### config.mk
export PLATFORM = sky130hd
export DESIGN_NAME = bresenham_circle_rasterizer
export DESIGN_NICKNAME = d
export VERILOG_FILES = /design/src/rtl/core/bcr_pkg.sv /design/src/rtl/core/bcr_front.sv /design/src/rtl/core/bcr_fifo.sv /design/src/rtl/core/bcr_back.sv /design/src/rtl/core/bresenham_circle_rasterizer.sv
export SDC_FILE = /design/constraint.sdc
export NUM_CORES = 1
export LEC_CHECK = 0
export BUFFER_PORTS_ARGS = -buffer_cell sky130_fd_sc_hd__clkbuf_2
export CORE_ASPECT_RATIO = 1.1
export CORE_MARGIN = 5
export CORE_UTILIZATION = 30
export DETAILED_ROUTE_END_ITERATION = 12
export GPL_TIMING_DRIVEN = 1
export PLACE_DENSITY_LB_ADDON = 0.2
export SYNTH_ARGS = -nofsm -noshare
export SYNTH_HDL_FRONTEND = slang
export SYNTH_SLANG_ARGS = --single-unit
### constraint.sdc
create_clock -name i_clk -period 6.9 [get_ports i_clk]
set_input_delay 0.345 -clock i_clk [delete_from_list [all_inputs] [get_ports i_clk]]
set_output_delay 0.345 -clock i_clk [all_outputs]
set_load 0.01 [all_outputs]
### src/rtl/core/bcr_pkg.sv
// bcr_pkg: shared constants for the midpoint circle rasterizer.
// Holds default widths, request kinds, pixel colors and decision terms.
// No dependencies.
package bcr_pkg;

    localparam int RADIUS_BITS_DEF = 10;
    localparam int COORD_BITS_DEF  = 11;
    localparam int QUEUE_DEPTH     = 2;
    localparam int PIX_PER_POS     = 8;

    localparam logic KIND_START   = 1'b0;
    localparam logic KIND_ADVANCE = 1'b1;

    localparam logic [1:0] COLOR_WHITE = 2'd0;
    localparam logic [1:0] COLOR_GREEN = 2'd1;
    localparam logic [1:0] COLOR_RED   = 2'd2;
    localparam logic [1:0] COLOR_BLUE  = 2'd3;

    localparam int DEC_INIT  = 3;
    localparam int DEC_DIAG  = 10;
    localparam int DEC_AXIAL = 6;

    localparam logic [1:0] COLOR_LUT [PIX_PER_POS] = '{
        COLOR_WHITE, COLOR_GREEN, COLOR_GREEN, COLOR_WHITE,
        COLOR_RED,   COLOR_BLUE,  COLOR_BLUE,  COLOR_RED
    };

endpackage

### src/rtl/core/bcr_front.sv
// bcr_front: takes requests, keeps circle state, runs one midpoint step.
// Pushes one position record per productive request into the queue.
// Depends on bcr_pkg.
module bcr_front #(
    parameter int RADIUS_BITS = bcr_pkg::RADIUS_BITS_DEF,
    parameter int COORD_BITS  = bcr_pkg::COORD_BITS_DEF
) (
    input  logic                   i_clk,
    input  logic                   i_rst_n,
    input  logic                   i_valid,
    output logic                   o_ready,
    input  logic                   i_kind,
    input  logic [COORD_BITS-1:0]  i_center_x,
    input  logic [COORD_BITS-1:0]  i_center_y,
    input  logic [RADIUS_BITS-1:0] i_radius,
    input  logic                   i_space,
    output logic                   o_push,
    output logic [COORD_BITS-1:0]  o_cx,
    output logic [COORD_BITS-1:0]  o_cy,
    output logic [RADIUS_BITS-1:0] o_x,
    output logic [RADIUS_BITS-1:0] o_y,
    output logic                   o_done
);
    localparam int DW = RADIUS_BITS + 4;
    localparam int CW = RADIUS_BITS + 2;

    logic [COORD_BITS-1:0]  r_cx, r_cy;
    logic [RADIUS_BITS-1:0] r_x, r_y;
    logic signed [DW-1:0]   r_d;
    logic                   r_active;

    logic [COORD_BITS-1:0]  n_cx, n_cy;
    logic [RADIUS_BITS-1:0] n_x, n_y, x1, y1;
    logic signed [DW-1:0]   n_d, diff, d_init;
    logic                   dpos, n_dpos, is_start, accept;
    logic [CW-1:0]          lhs, rhs;

    always_comb begin
        is_start = (i_kind == bcr_pkg::KIND_START);
        dpos     = (r_d > $signed(DW'(0)));
        x1       = r_x + RADIUS_BITS'(1);
        y1       = dpos ? (r_y - RADIUS_BITS'(1)) : r_y;
        diff     = $signed({{(DW-RADIUS_BITS){1'b0}}, x1})
                 - (dpos ? $signed({{(DW-RADIUS_BITS){1'b0}}, y1}) : $signed(DW'(0)));
        d_init   = $signed(DW'(bcr_pkg::DEC_INIT))
                 - $signed({{(DW-RADIUS_BITS-1){1'b0}}, i_radius, 1'b0});
        if (is_start) begin
            n_cx = i_center_x;
            n_cy = i_center_y;
            n_x  = '0;
            n_y  = i_radius;
            n_d  = d_init;
        end else begin
            n_cx = r_cx;
            n_cy = r_cy;
            n_x  = x1;
            n_y  = y1;
            n_d  = r_d + (diff <<< 2)
                 + (dpos ? $signed(DW'(bcr_pkg::DEC_DIAG)) : $signed(DW'(bcr_pkg::DEC_AXIAL)));
        end
        n_dpos = (n_d > $signed(DW'(0)));
        lhs    = {2'b00, n_x} + CW'(1) + CW'(n_dpos);
        rhs    = {2'b00, n_y};
        o_done = (lhs > rhs);
        o_ready = i_space;
        accept  = i_valid && i_space;
        o_push  = accept && (is_start || r_active);
        o_cx    = n_cx;
        o_cy    = n_cy;
        o_x     = n_x;
        o_y     = n_y;
    end

    always_ff @(posedge i_clk) begin
        if (!i_rst_n) begin
            r_cx     <= '0;
            r_cy     <= '0;
            r_x      <= '0;
            r_y      <= '0;
            r_d      <= '0;
            r_active <= 1'b0;
        end else if (o_push) begin
            r_cx     <= n_cx;
            r_cy     <= n_cy;
            r_x      <= n_x;
            r_y      <= n_y;
            r_d      <= n_d;
            r_active <= !o_done;
        end
    end

endmodule

### src/rtl/core/bcr_fifo.sv
// bcr_fifo: small register queue between front and back ends.
// Depends on bcr_pkg for its default depth.
module bcr_fifo #(
    parameter int WIDTH = 8,
    parameter int DEPTH = bcr_pkg::QUEUE_DEPTH
) (
    input  logic             i_clk,
    input  logic             i_rst_n,
    input  logic             i_push,
    input  logic [WIDTH-1:0] i_data,
    output logic             o_space,
    input  logic             i_pop,
    output logic             o_valid,
    output logic [WIDTH-1:0] o_data
);
    localparam int AW = (DEPTH > 1) ? $clog2(DEPTH) : 1;

    logic [WIDTH-1:0] r_mem [DEPTH];
    logic [AW-1:0]    r_wptr, r_rptr;
    logic [AW:0]      r_count;
    logic             do_push, do_pop;

    always_comb begin
        o_space = (r_count != (AW+1)'(DEPTH));
        o_valid = (r_count != '0);
        o_data  = r_mem[r_rptr];
        do_push = i_push && o_space;
        do_pop  = i_pop && o_valid;
    end

    always_ff @(posedge i_clk) begin
        if (do_push) begin
            r_mem[r_wptr] <= i_data;
        end
    end

    always_ff @(posedge i_clk) begin
        if (!i_rst_n) begin
            r_wptr  <= '0;
            r_rptr  <= '0;
            r_count <= '0;
        end else begin
            if (do_push) begin
                r_wptr <= (r_wptr == AW'(DEPTH-1)) ? '0 : r_wptr + AW'(1);
            end
            if (do_pop) begin
                r_rptr <= (r_rptr == AW'(DEPTH-1)) ? '0 : r_rptr + AW'(1);
            end
            if (do_push && !do_pop) begin
                r_count <= r_count + (AW+1)'(1);
            end else if (do_pop && !do_push) begin
                r_count <= r_count - (AW+1)'(1);
            end
        end
    end

endmodule

### src/rtl/core/bcr_back.sv
// bcr_back: expands one position record into eight symmetric pixels.
// One pixel per cycle while i_ready is high, from registered record and octant counter.
// Depends on bcr_pkg.
module bcr_back #(
    parameter int RADIUS_BITS = bcr_pkg::RADIUS_BITS_DEF,
    parameter int COORD_BITS  = bcr_pkg::COORD_BITS_DEF
) (
    input  logic                         i_clk,
    input  logic                         i_rst_n,
    input  logic                         i_q_valid,
    output logic                         o_q_pop,
    input  logic [COORD_BITS-1:0]        i_cx,
    input  logic [COORD_BITS-1:0]        i_cy,
    input  logic [RADIUS_BITS-1:0]       i_x,
    input  logic [RADIUS_BITS-1:0]       i_y,
    input  logic                         i_done,
    output logic                         o_valid,
    input  logic                         i_ready,
    output logic signed [COORD_BITS+1:0] o_pixel_x,
    output logic signed [COORD_BITS+1:0] o_pixel_y,
    output logic [1:0]                   o_color,
    output logic                         o_last_of_step,
    output logic                         o_circle_done
);
    localparam int KW = $clog2(bcr_pkg::PIX_PER_POS);
    localparam int EW = ((COORD_BITS > RADIUS_BITS) ? COORD_BITS : RADIUS_BITS) + 2;

    logic                   r_busy;
    logic [KW-1:0]          r_k;
    logic [COORD_BITS-1:0]  r_cx, r_cy;
    logic [RADIUS_BITS-1:0] r_x, r_y;
    logic                   r_done;

    logic                   last, load;
    logic [RADIUS_BITS-1:0] a, b;
    logic signed [EW-1:0]   cxe, cye, ae, be, px, py;

    always_comb begin
        last    = (r_k == KW'(bcr_pkg::PIX_PER_POS - 1));
        load    = !r_busy || (i_ready && last);
        o_q_pop = load && i_q_valid;
        a   = r_k[2] ? r_y : r_x;
        b   = r_k[2] ? r_x : r_y;
        cxe = $signed({{(EW-COORD_BITS){1'b0}}, r_cx});
        cye = $signed({{(EW-COORD_BITS){1'b0}}, r_cy});
        ae  = $signed({{(EW-RADIUS_BITS){1'b0}}, a});
        be  = $signed({{(EW-RADIUS_BITS){1'b0}}, b});
        px  = r_k[0] ? (cxe - ae) : (cxe + ae);
        py  = r_k[1] ? (cye + be) : (cye - be);
        o_valid        = r_busy;
        o_pixel_x      = px[COORD_BITS+1:0];
        o_pixel_y      = py[COORD_BITS+1:0];
        o_color        = bcr_pkg::COLOR_LUT[r_k];
        o_last_of_step = last;
        o_circle_done  = last && r_done;
    end

    always_ff @(posedge i_clk) begin
        if (!i_rst_n) begin
            r_busy <= 1'b0;
            r_k    <= '0;
        end else if (load) begin
            r_busy <= i_q_valid;
            r_k    <= '0;
        end else if (i_ready) begin
            r_k <= r_k + KW'(1);
        end
    end

    always_ff @(posedge i_clk) begin
        if (o_q_pop) begin
            r_cx   <= i_cx;
            r_cy   <= i_cy;
            r_x    <= i_x;
            r_y    <= i_y;
            r_done <= i_done;
        end
    end

endmodule

### src/rtl/core/bresenham_circle_rasterizer.sv
// bresenham_circle_rasterizer: midpoint circle rasterizer, eight-way symmetry.
// Front end steps the circle, a two-entry queue feeds the pixel back end.
// A request's first pixel follows the queue and back-end record registers.
// Throughput: one request per cycle into the queue while it has space; pixels
// leave at one per cycle while i_ready is high, eight per request.
// Reset: synchronous active low; queue empty, no circle active, state zero.
module bresenham_circle_rasterizer #(
    parameter int RADIUS_BITS = bcr_pkg::RADIUS_BITS_DEF,
    parameter int COORD_BITS  = bcr_pkg::COORD_BITS_DEF
) (
    input  logic                         i_clk,
    input  logic                         i_rst_n,
    input  logic                         i_valid,
    output logic                         o_ready,
    input  logic                         i_kind,
    input  logic [COORD_BITS-1:0]        i_center_x,
    input  logic [COORD_BITS-1:0]        i_center_y,
    input  logic [RADIUS_BITS-1:0]       i_radius,
    output logic                         o_valid,
    input  logic                         i_ready,
    output logic signed [COORD_BITS+1:0] o_pixel_x,
    output logic signed [COORD_BITS+1:0] o_pixel_y,
    output logic [1:0]                   o_color,
    output logic                         o_last_of_step,
    output logic                         o_circle_done
);
    localparam int RW = 2 * COORD_BITS + 2 * RADIUS_BITS + 1;

    logic                   f_push, q_space, q_valid, q_pop;
    logic [COORD_BITS-1:0]  f_cx, f_cy, q_cx, q_cy;
    logic [RADIUS_BITS-1:0] f_x, f_y, q_x, q_y;
    logic                   f_done, q_done;
    logic [RW-1:0]          q_out;

    bcr_front #(
        .RADIUS_BITS(RADIUS_BITS),
        .COORD_BITS (COORD_BITS)
    ) u_front (
        .i_clk     (i_clk),
        .i_rst_n   (i_rst_n),
        .i_valid   (i_valid),
        .o_ready   (o_ready),
        .i_kind    (i_kind),
        .i_center_x(i_center_x),
        .i_center_y(i_center_y),
        .i_radius  (i_radius),
        .i_space   (q_space),
        .o_push    (f_push),
        .o_cx      (f_cx),
        .o_cy      (f_cy),
        .o_x       (f_x),
        .o_y       (f_y),
        .o_done    (f_done)
    );

    bcr_fifo #(
        .WIDTH(RW),
        .DEPTH(bcr_pkg::QUEUE_DEPTH)
    ) u_fifo (
        .i_clk  (i_clk),
        .i_rst_n(i_rst_n),
        .i_push (f_push),
        .i_data ({f_cx, f_cy, f_x, f_y, f_done}),
        .o_space(q_space),
        .i_pop  (q_pop),
        .o_valid(q_valid),
        .o_data (q_out)
    );

    assign {q_cx, q_cy, q_x, q_y, q_done} = q_out;

    bcr_back #(
        .RADIUS_BITS(RADIUS_BITS),
        .COORD_BITS (COORD_BITS)
    ) u_back (
        .i_clk         (i_clk),
        .i_rst_n       (i_rst_n),
        .i_q_valid     (q_valid),
        .o_q_pop       (q_pop),
        .i_cx          (q_cx),
        .i_cy          (q_cy),
        .i_x           (q_x),
        .i_y           (q_y),
        .i_done        (q_done),
        .o_valid       (o_valid),
        .i_ready       (i_ready),
        .o_pixel_x     (o_pixel_x),
        .o_pixel_y     (o_pixel_y),
        .o_color       (o_color),
        .o_last_of_step(o_last_of_step),
        .o_circle_done (o_circle_done)
    );

    a_done_on_last: assert property (@(posedge i_clk) disable iff (!i_rst_n)
        (o_valid && o_circle_done) |-> o_last_of_step)
        else $error("circle_done without last_of_step");

    a_last_color: assert property (@(posedge i_clk) disable iff (!i_rst_n)
        (o_valid && o_last_of_step) |-> (o_color == bcr_pkg::COLOR_RED))
        else $error("eighth pixel has wrong color");

    a_idle_loads: assert property (@(posedge i_clk) disable iff (!i_rst_n)
        (q_valid && !o_valid) |=> o_valid)
        else $error("back end idle with queued record");

    a_start_queued: assert property (@(posedge i_clk) disable iff (!i_rst_n)
        (i_valid && o_ready && (i_kind == bcr_pkg::KIND_START)) |=> q_valid)
        else $error("start request not queued");

endmodule

==> impl_metrics.py, run 1 <==
metrics = {
    "outcome": {
        "status": "complete, no violations",
    },
    "worst_setup_path": {
        "reg2reg_slack_ns": 0.19,
        "cp.required_ns": 7.08,
        "path_class": "reg2reg",
        "slowest_delay_ns": 0.53,
        "crit_slowest_cell": "fa_2",
        "cp.arrival_ns": 6.88,
        "startpoint": "u_front.r_d[5]",
        "crit_path_end_kind": "flip-flop",
        "critPathMaxFanout": 3,
        "ff2ff_path_depth": 29,
        "timing.rr.start": "u_front.r_d[5]",
        "r2r_end": "u_fifo.r_mem[1][0]",
        "crit_path_start_kind": "flip-flop",
        "cp-endpoint": "u_fifo.r_mem[1][0]",
    },
    "layout": {
        "syn_to_final_growth_pct": 18.75,
        "nets": 1377,
        "mostFrequentLayoutCell": "edfxtp_1",
        "post-route-util_pct": 35.79,
        "diodes": 0,
        "drive_gt1_share_pct": 24.62,
        "final_cell_mix": "edfxtp_1, nand2_1, ha_1",
    },
    "cts": {
        "clockRootBuffer": "clkbuf_16",
        "cts_sinks": 194,
        "clkTransAtPathRegs_ns": 0.07,
        "ctsHtreeMaxLevel": 4,
        "ctsHoldBuffers": 0,
        "cts_made_buffers": 17,
        "clk_path_buf_depth": 2,
        "tritoncts": "built",
        "clock_latency_ns": 0.44,
    },
    "placed_design": {
        "dp_hpwl_um": 21240,
        "numPortBuffers": 68,
        "gp_congestion": 0.7873,
    },
    "synthesis": {
        "ys.warnings.count": 0,
        "syn-num-nets": 1264,
        "ys_seq_elements": 194,
        "synth_edf_count": 129,
        "avgSynthCellArea_um2": 10.38,
        "ys.flop_type": "edfxtp_1",
        "synthArstFlopShare_pct": 0,
        "yosysSeqAreaShare_pct": 44.15,
        "netlist_instances": 1129,
        "synth_cell_types": 78,
        "syn-cell-area_um2": 11720,
    },
    "global_route": {
        "grt_pass1_wl_um": 45040,
        "antenna_found_initial": 0,
        "grt_pass1_vias": 8359,
        "overflow": 0,
        "grt_max_degree": 67,
        "track_usage_pct": 13.28,
    },
    "floorplan": {
        "chipWidth_um": 198.5,
        "io_pins": 69,
        "start_util_pct": 30.14,
        "die_area_um2": 43130,
        "core_um2": 38890,
        "die_y_um": 217.3,
        "core.rowCount": 76,
    },
    "drt": {
        "avgViaCountPerCell": 4.753,
        "postRouteWirelength_um": 28610,
        "first_iter_violations": 367,
        "vias": 8374,
        "drt_first_pass_iters": 4,
        "wl_met2_um": 14450,
        "dr_wl_met3_um": 880,
        "top_layer_used": "met4",
        "drc_errors": 0,
        "wire_per_inst_um": 16.23,
        "ant_nets": 0,
        "drt-met1-wl_um": 12770,
    },
    "timing": {
        "rsz0062_at_grt": "yes",
        "relSlewSlack_pct": 39.93,
        "fmax_ghz": 0.1491,
        "finClkSkew_ns": 0.01197,
        "finalSetupViolCount": 0,
        "fin_crit_ns": 6.706,
        "slew_violations": 0,
        "post-route-period-util_pct": 97.18,
        "worst_pin_slew_ns": 0.8941,
        "hold_violations": 0,
    },
    "hold_path": {
        "hold_class": "in2reg",
    },
    "power": {
        "ir_drop_v": 0.0003172,
        "p_sw_mw": 2.346,
        "switching_share_pct": 39.29,
        "clkPwrFrac_pct": 16.2,
        "pwr-share-seq_pct": 27.9,
        "comb_power_share_pct": 56.0,
        "power.density_nw_per_um2": 428.9,
        "power_leakage_nw": 5.547,
        "total_power_mw": 5.970,
        "p_int_mw": 3.625,
    },
    "job": {
        "drv_cap": 0,
    },
}
metrics by stage:
stage          instance area, um2  setup slack [ns]  setup TNS [ns]  hold slack [ns]  cells
2_1_floorplan               11720            0.3103               0           0.4400   1129
3_3_place_gp                13040          -0.03903        -0.07806           0.4478   1728
3_5_place_dp                13040           -0.1161         -0.3321           0.4569   1728
4_1_cts                     13640           0.01749               0          0.09152   1760
5_1_grt                     13920          -0.07783         -0.1634           0.1045   1762
6_report                    13920            0.1944               0           0.1324   1762
cell families after synthesis:
kind of cell / after synthesis / synth area share (%)
compound gates: 227 / 12.95
xor+xnor: 68 / 5.145
fa+ha+maj: 98 / 10.97
buf+inv: 130 / 4.397
flops: 194 / 44.15
mux: 92 / 8.795
simple gates: 320 / 13.60
worst min-delay path by stage:
| stage | from | endpoint | slack (ns) | cells past startpoint |
|---|---|---|---|---|
| CTS | i_valid | u_front.r_active | 0.09 | 2 |
| finish | i_valid | u_front.r_active | 0.13 | 2 |
| global route | i_valid | u_front.r_active | 0.10 | 2 |
| global placement | u_front.r_cx[8] | u_front.r_cx[8] | 0.45 | 2 |
| detailed placement | u_front.r_cy[9] | u_front.r_cy[9] | 0.46 | 2 |
| floorplan | u_front.r_cx[10] | u_front.r_cx[10] | 0.44 | 2 |
flip-flops by register name (all words and copies together) (netlist names):
register and count:
u_back.r_y 10, u_fifo.r_count 2, u_back.o_valid 1, u_front.r_cx 11
u_back.r_cx 11, u_back.r_cy 11, u_fifo.r_rptr 1, u_front.r_x 10
u_back.r_done 1, u_front.r_y 10, u_fifo.r_wptr 1, u_front.r_active 1
u_back.r_k 3, u_front.r_d 14, u_back.r_x 10, u_front.r_cy 11
u_fifo.r_mem 86
synth_stat cells (8+ instances only):
| cell type | number | share of area, % |
|---|---|---|
| xor2_1 | 21 | 1.6 |
| ha_1 | 90 | 9.6 |
| dfxtp_1 | 65 | 11 |
| nor3_1 | 27 | 1.2 |
| a22oi_1 | 10 | 0.64 |
| clkbuf_1 | 33 | 1.1 |
| a21oi_1 | 57 | 2.4 |
| or3_1 | 10 | 0.53 |
| mux2_2 | 68 | 6.5 |
| nor2b_1 | 18 | 0.96 |
| nor4_1 | 10 | 0.53 |
| and2_1 | 8 | 0.43 |
| mux2i_1 | 22 | 1.9 |
| nand2b_1 | 17 | 0.91 |
| xnor2_1 | 46 | 3.4 |
| fa_1 | 8 | 1.4 |
| edfxtp_1 | 129 | 33 |
| nand3_1 | 16 | 0.68 |
| inv_1 | 79 | 2.5 |
| nor2_1 | 68 | 2.2 |
| o21ai_0 | 42 | 1.8 |
| a21boi_0 | 36 | 2.3 |
| o21a_1 | 8 | 0.51 |
| nand2_1 | 107 | 3.4 |
what timing repair did:
item | 4_1_cts | 5_1_grt
gates resized for setup | 6 | 55
pin swaps | 1 | 29
buffers inserted | 0 | 2
hold endpoints to repair | 0 | 0
endpoints found under the setup margin | 3 | 3
area by class of cell:
type	count	area [um2]
Clock inverter	14	140.1
Inverter	85	320.3
Sequential cell	194	5179
Tap cell	507	634.4
Fill cell	3879	24970
Clock buffer	18	429.2
Timing Repair Buffer	139	877.1
Multi-Input combinational cell	805	6341
worst max-delay path: cells and delay by family (launching register included):
family	cells	cell delay (ns)
AO/OA/AOI/OAI	11	2.34
adder cells (fa/ha/maj)	7	2.05
AND/OR/NAND/NOR	5	0.90
buffers and inverters	4	0.52
flip-flops	1	0.34
XOR/XNOR	2	0.31
layer usage:
metal  global-route usage, %  vias up
met5                       0        -
met4                   4.104        0
met3                   2.075       29
met2                   23.38      109
met1                   16.72     3980
li1                        -     4256
power groups by stage:
| stage | logic (mW) | clock network (mW) | registers [mW] |
|---|---|---|---|
| global placement | 3.18 | 0 | 1.68 |
| global route | 3.74 | 1.04 | 1.69 |
| finish | 3.34 | 0.965 | 1.66 |
| CTS | 3.22 | 0.996 | 1.66 |
| detailed placement | 3.19 | 0 | 1.68 |
| floorplan | 2.13 | 0 | 1.64 |
Power figures use the tool's default switching activity.
==> run 2: changes to the inputs <==
- REMOVE_ABC_BUFFERS: default -> 1
==> run 2 against run 1 <==
  * Utilization grew 0.15 points
  * Fmax rose by 1.4%
  * Cell count decreased by 0.11%
  * Worst hold slack better by 0.0054 ns
  * Clock skew hardly changed
  * First-iteration DRC count down 20%
  * Global-route usage decreased by 0.16 points
  * Highest routed layer unchanged
==> impl_metrics.py, run 2 (synthesis results as in run 1) <==
metrics = {
    "worst_setup_path": {
        "crit_slowest_cell": "fa_2",
        "cp.required_ns": 7.08,
        "path_class": "reg2reg",
        "reg2reg_slack_ns": 0.28,
        "cp.arrival_ns": 6.79,
        "slowest_delay_ns": 0.54,
        "r2r_end": "u_fifo.r_mem[0][0]",
        "critPathMaxFanout": 3,
        "ff2ff_path_depth": 31,
        "crit_path_end_kind": "flip-flop",
        "crit_top_cell": "ha_4",
        "crit_path_start_kind": "flip-flop",
        "timing.rr.start": "u_front.r_d[9]",
    },
    "timing": {
        "fin_tns_setup_ns": 0,
        "fin_crit_ns": 6.615,
        "fmax_ghz": 0.1512,
        "finClkSkew_ns": 0.01225,
        "slew_violations": 0,
        "relSlewSlack_pct": 36.38,
        "finalSetupViolCount": 0,
        "post-route-period-util_pct": 95.88,
        "hold_violations": 0,
        "rsz0062_at_grt": "yes",
        "worst_pin_slew_ns": 0.9530,
    },
    "power": {
        "p_sw_mw": 2.410,
        "pwr-share-seq_pct": 27.9,
        "power_leakage_nw": 5.568,
        "p_int_mw": 3.620,
        "clkPwrFrac_pct": 16.7,
        "ir_drop_v": 0.0002641,
        "power.density_nw_per_um2": 431.4,
        "comb_power_share_pct": 55.4,
        "switching_share_pct": 39.96,
    },
    "drt": {
        "ant_nets": 0,
        "first_iter_violations": 295,
        "drt_first_pass_iters": 5,
        "wire_per_inst_um": 15.96,
        "vias": 8474,
        "avgViaCountPerCell": 4.815,
        "drc_errors": 0,
        "postRouteWirelength_um": 28090,
    },
    "floorplan": {
        "die_y_um": 217.3,
        "core_um2": 38890,
        "die_area_um2": 43130,
        "io_pins": 69,
        "core.rowCount": 76,
        "start_util_pct": 30.14,
        "chipWidth_um": 198.5,
    },
    "layout": {
        "drive_gt1_share_pct": 25.22,
        "largest_reg_flops": 86,
        "top_register": "u_fifo.r_mem",
        "register_area_um2": 5177,
        "multi_input_area_um2": 6372,
        "final_cell_mix": "edfxtp_1, nand2_1, ha_1",
        "nets": 1375,
        "design_area_um2": 13980,
        "reg_top3": "u_fifo.r_mem (86), u_front.r_d (14)",
        "diodes": 0,
        "mostFrequentLayoutCell": "edfxtp_1",
        "syn_to_final_growth_pct": 19.24,
        "fill_cells": 3896,
        "final_cells": 1760,
    },
    "cts": {
        "ctsHoldBuffers": 0,
        "cts_made_buffers": 17,
        "clock_latency_ns": 0.44,
        "tritoncts": "built",
        "clkTransAtPathRegs_ns": 0.08,
        "clk_path_buf_depth": 2,
        "clockRootBuffer": "clkbuf_16",
        "ctsHtreeMaxLevel": 4,
        "cts_sinks": 194,
    },
    "placed_design": {
        "place_area_um2": 12990,
        "dp_hpwl_um": 20500,
        "gp_congestion": 0.8043,
        "numPortBuffers": 68,
        "dp_cells": 1722,
    },
    "hold_path": {
        "worst_hold_path.endpoint": "u_front.r_active",
        "hold_start": "i_valid",
        "holdPathStages": 2,
        "hold_class": "in2reg",
    },
    "job": {
        "drv_cap": 0,
    },
    "global_route": {
        "grt_pass1_vias": 8529,
        "grt_pass1_wl_um": 44850,
        "track_usage_pct": 13.12,
        "antenna_found_initial": 0,
        "overflow": 0,
        "grt_max_degree": 67,
    },
    "outcome": {
        "status": "complete, no violations",
    },
}
## run 2: layout make-up
class / instances / area share [%]
Clock inverter: 15 / 1.334
Inverter: 85 / 2.291
Timing Repair Buffer: 137 / 6.167
Tap cell: 507 / 4.538
Multi-Input combinational cell: 805 / 45.59
Clock buffer: 17 / 3.043
Sequential cell: 194 / 37.04
## run 2: metal layers
layer | share of wire [%] | global-route usage, % | wire length (um)
met1 | 44 | 16.25 | 12310
met2 | 51 | 23.86 | 14460
met3 | 3.2 | 2.059 | 906
met4 | 1.5 | 3.146 | 419
met5 | 0 | 0 | 0
## run 2: critical path: cells and delay by family (launching register included)
kind | cells | cell delay [ns]
compound gates | 11 | 1.99
xor+xnor | 1 | 0.16
fa+ha+maj | 8 | 2.22
buf+inv | 4 | 0.45
flops | 1 | 0.32
simple gates | 7 | 1.21
## run 2: how the worst max path moves through the flow
stage / from / end / slack [ns] / depth (start not counted)
finish: u_front.r_d[9] / u_fifo.r_mem[0][0] / 0.28 / 31
floorplan: u_front.r_d[2] / u_fifo.r_mem[0][0] / 0.15 / 31
global placement: u_front.r_d[2] / u_fifo.r_mem[0][0] / -0.07 / 32
detailed placement: u_front.r_d[4] / u_fifo.r_mem[1][0] / -0.11 / 31
global route: u_front.r_d[2] / u_fifo.r_mem[1][0] / -0.1 / 33
CTS: u_front.r_d[2] / u_fifo.r_mem[1][0] / 0.01 / 29
## run 2: stage by stage
stage / worst slack (ns) / power (mW) / utilization, % / hold WS [ns]
floorplan: 0.1547 / 3.749 / - / 0.4399
global placement: -0.06695 / 4.816 / 33.41 / 0.4476
detailed placement: -0.1061 / 4.834 / 33.41 / 0.4550
CTS: 0.01268 / 5.884 / 35.06 / 0.1046
global route: -0.09558 / 6.546 / 35.94 / 0.1335
finish: 0.2846 / 6.030 / 35.94 / 0.1378
## run 2: power groups by stage
stage | Sequential [mW] | Combinational (mW) | Clock [mW]
floorplan | 1.68 | 2.07 | 0
global placement | 1.71 | 3.11 | 0
global route | 1.71 | 3.75 | 1.08
finish | 1.68 | 3.34 | 1.01
detailed placement | 1.71 | 3.12 | 0
CTS | 1.69 | 3.15 | 1.04
## run 2: what timing repair did
action	CTS	global route
setup buffers	0	6
resized for setup	6	62
endpoints found under the setup margin	3	3
pin swaps	1	27
endpoints found under the hold margin	0	0
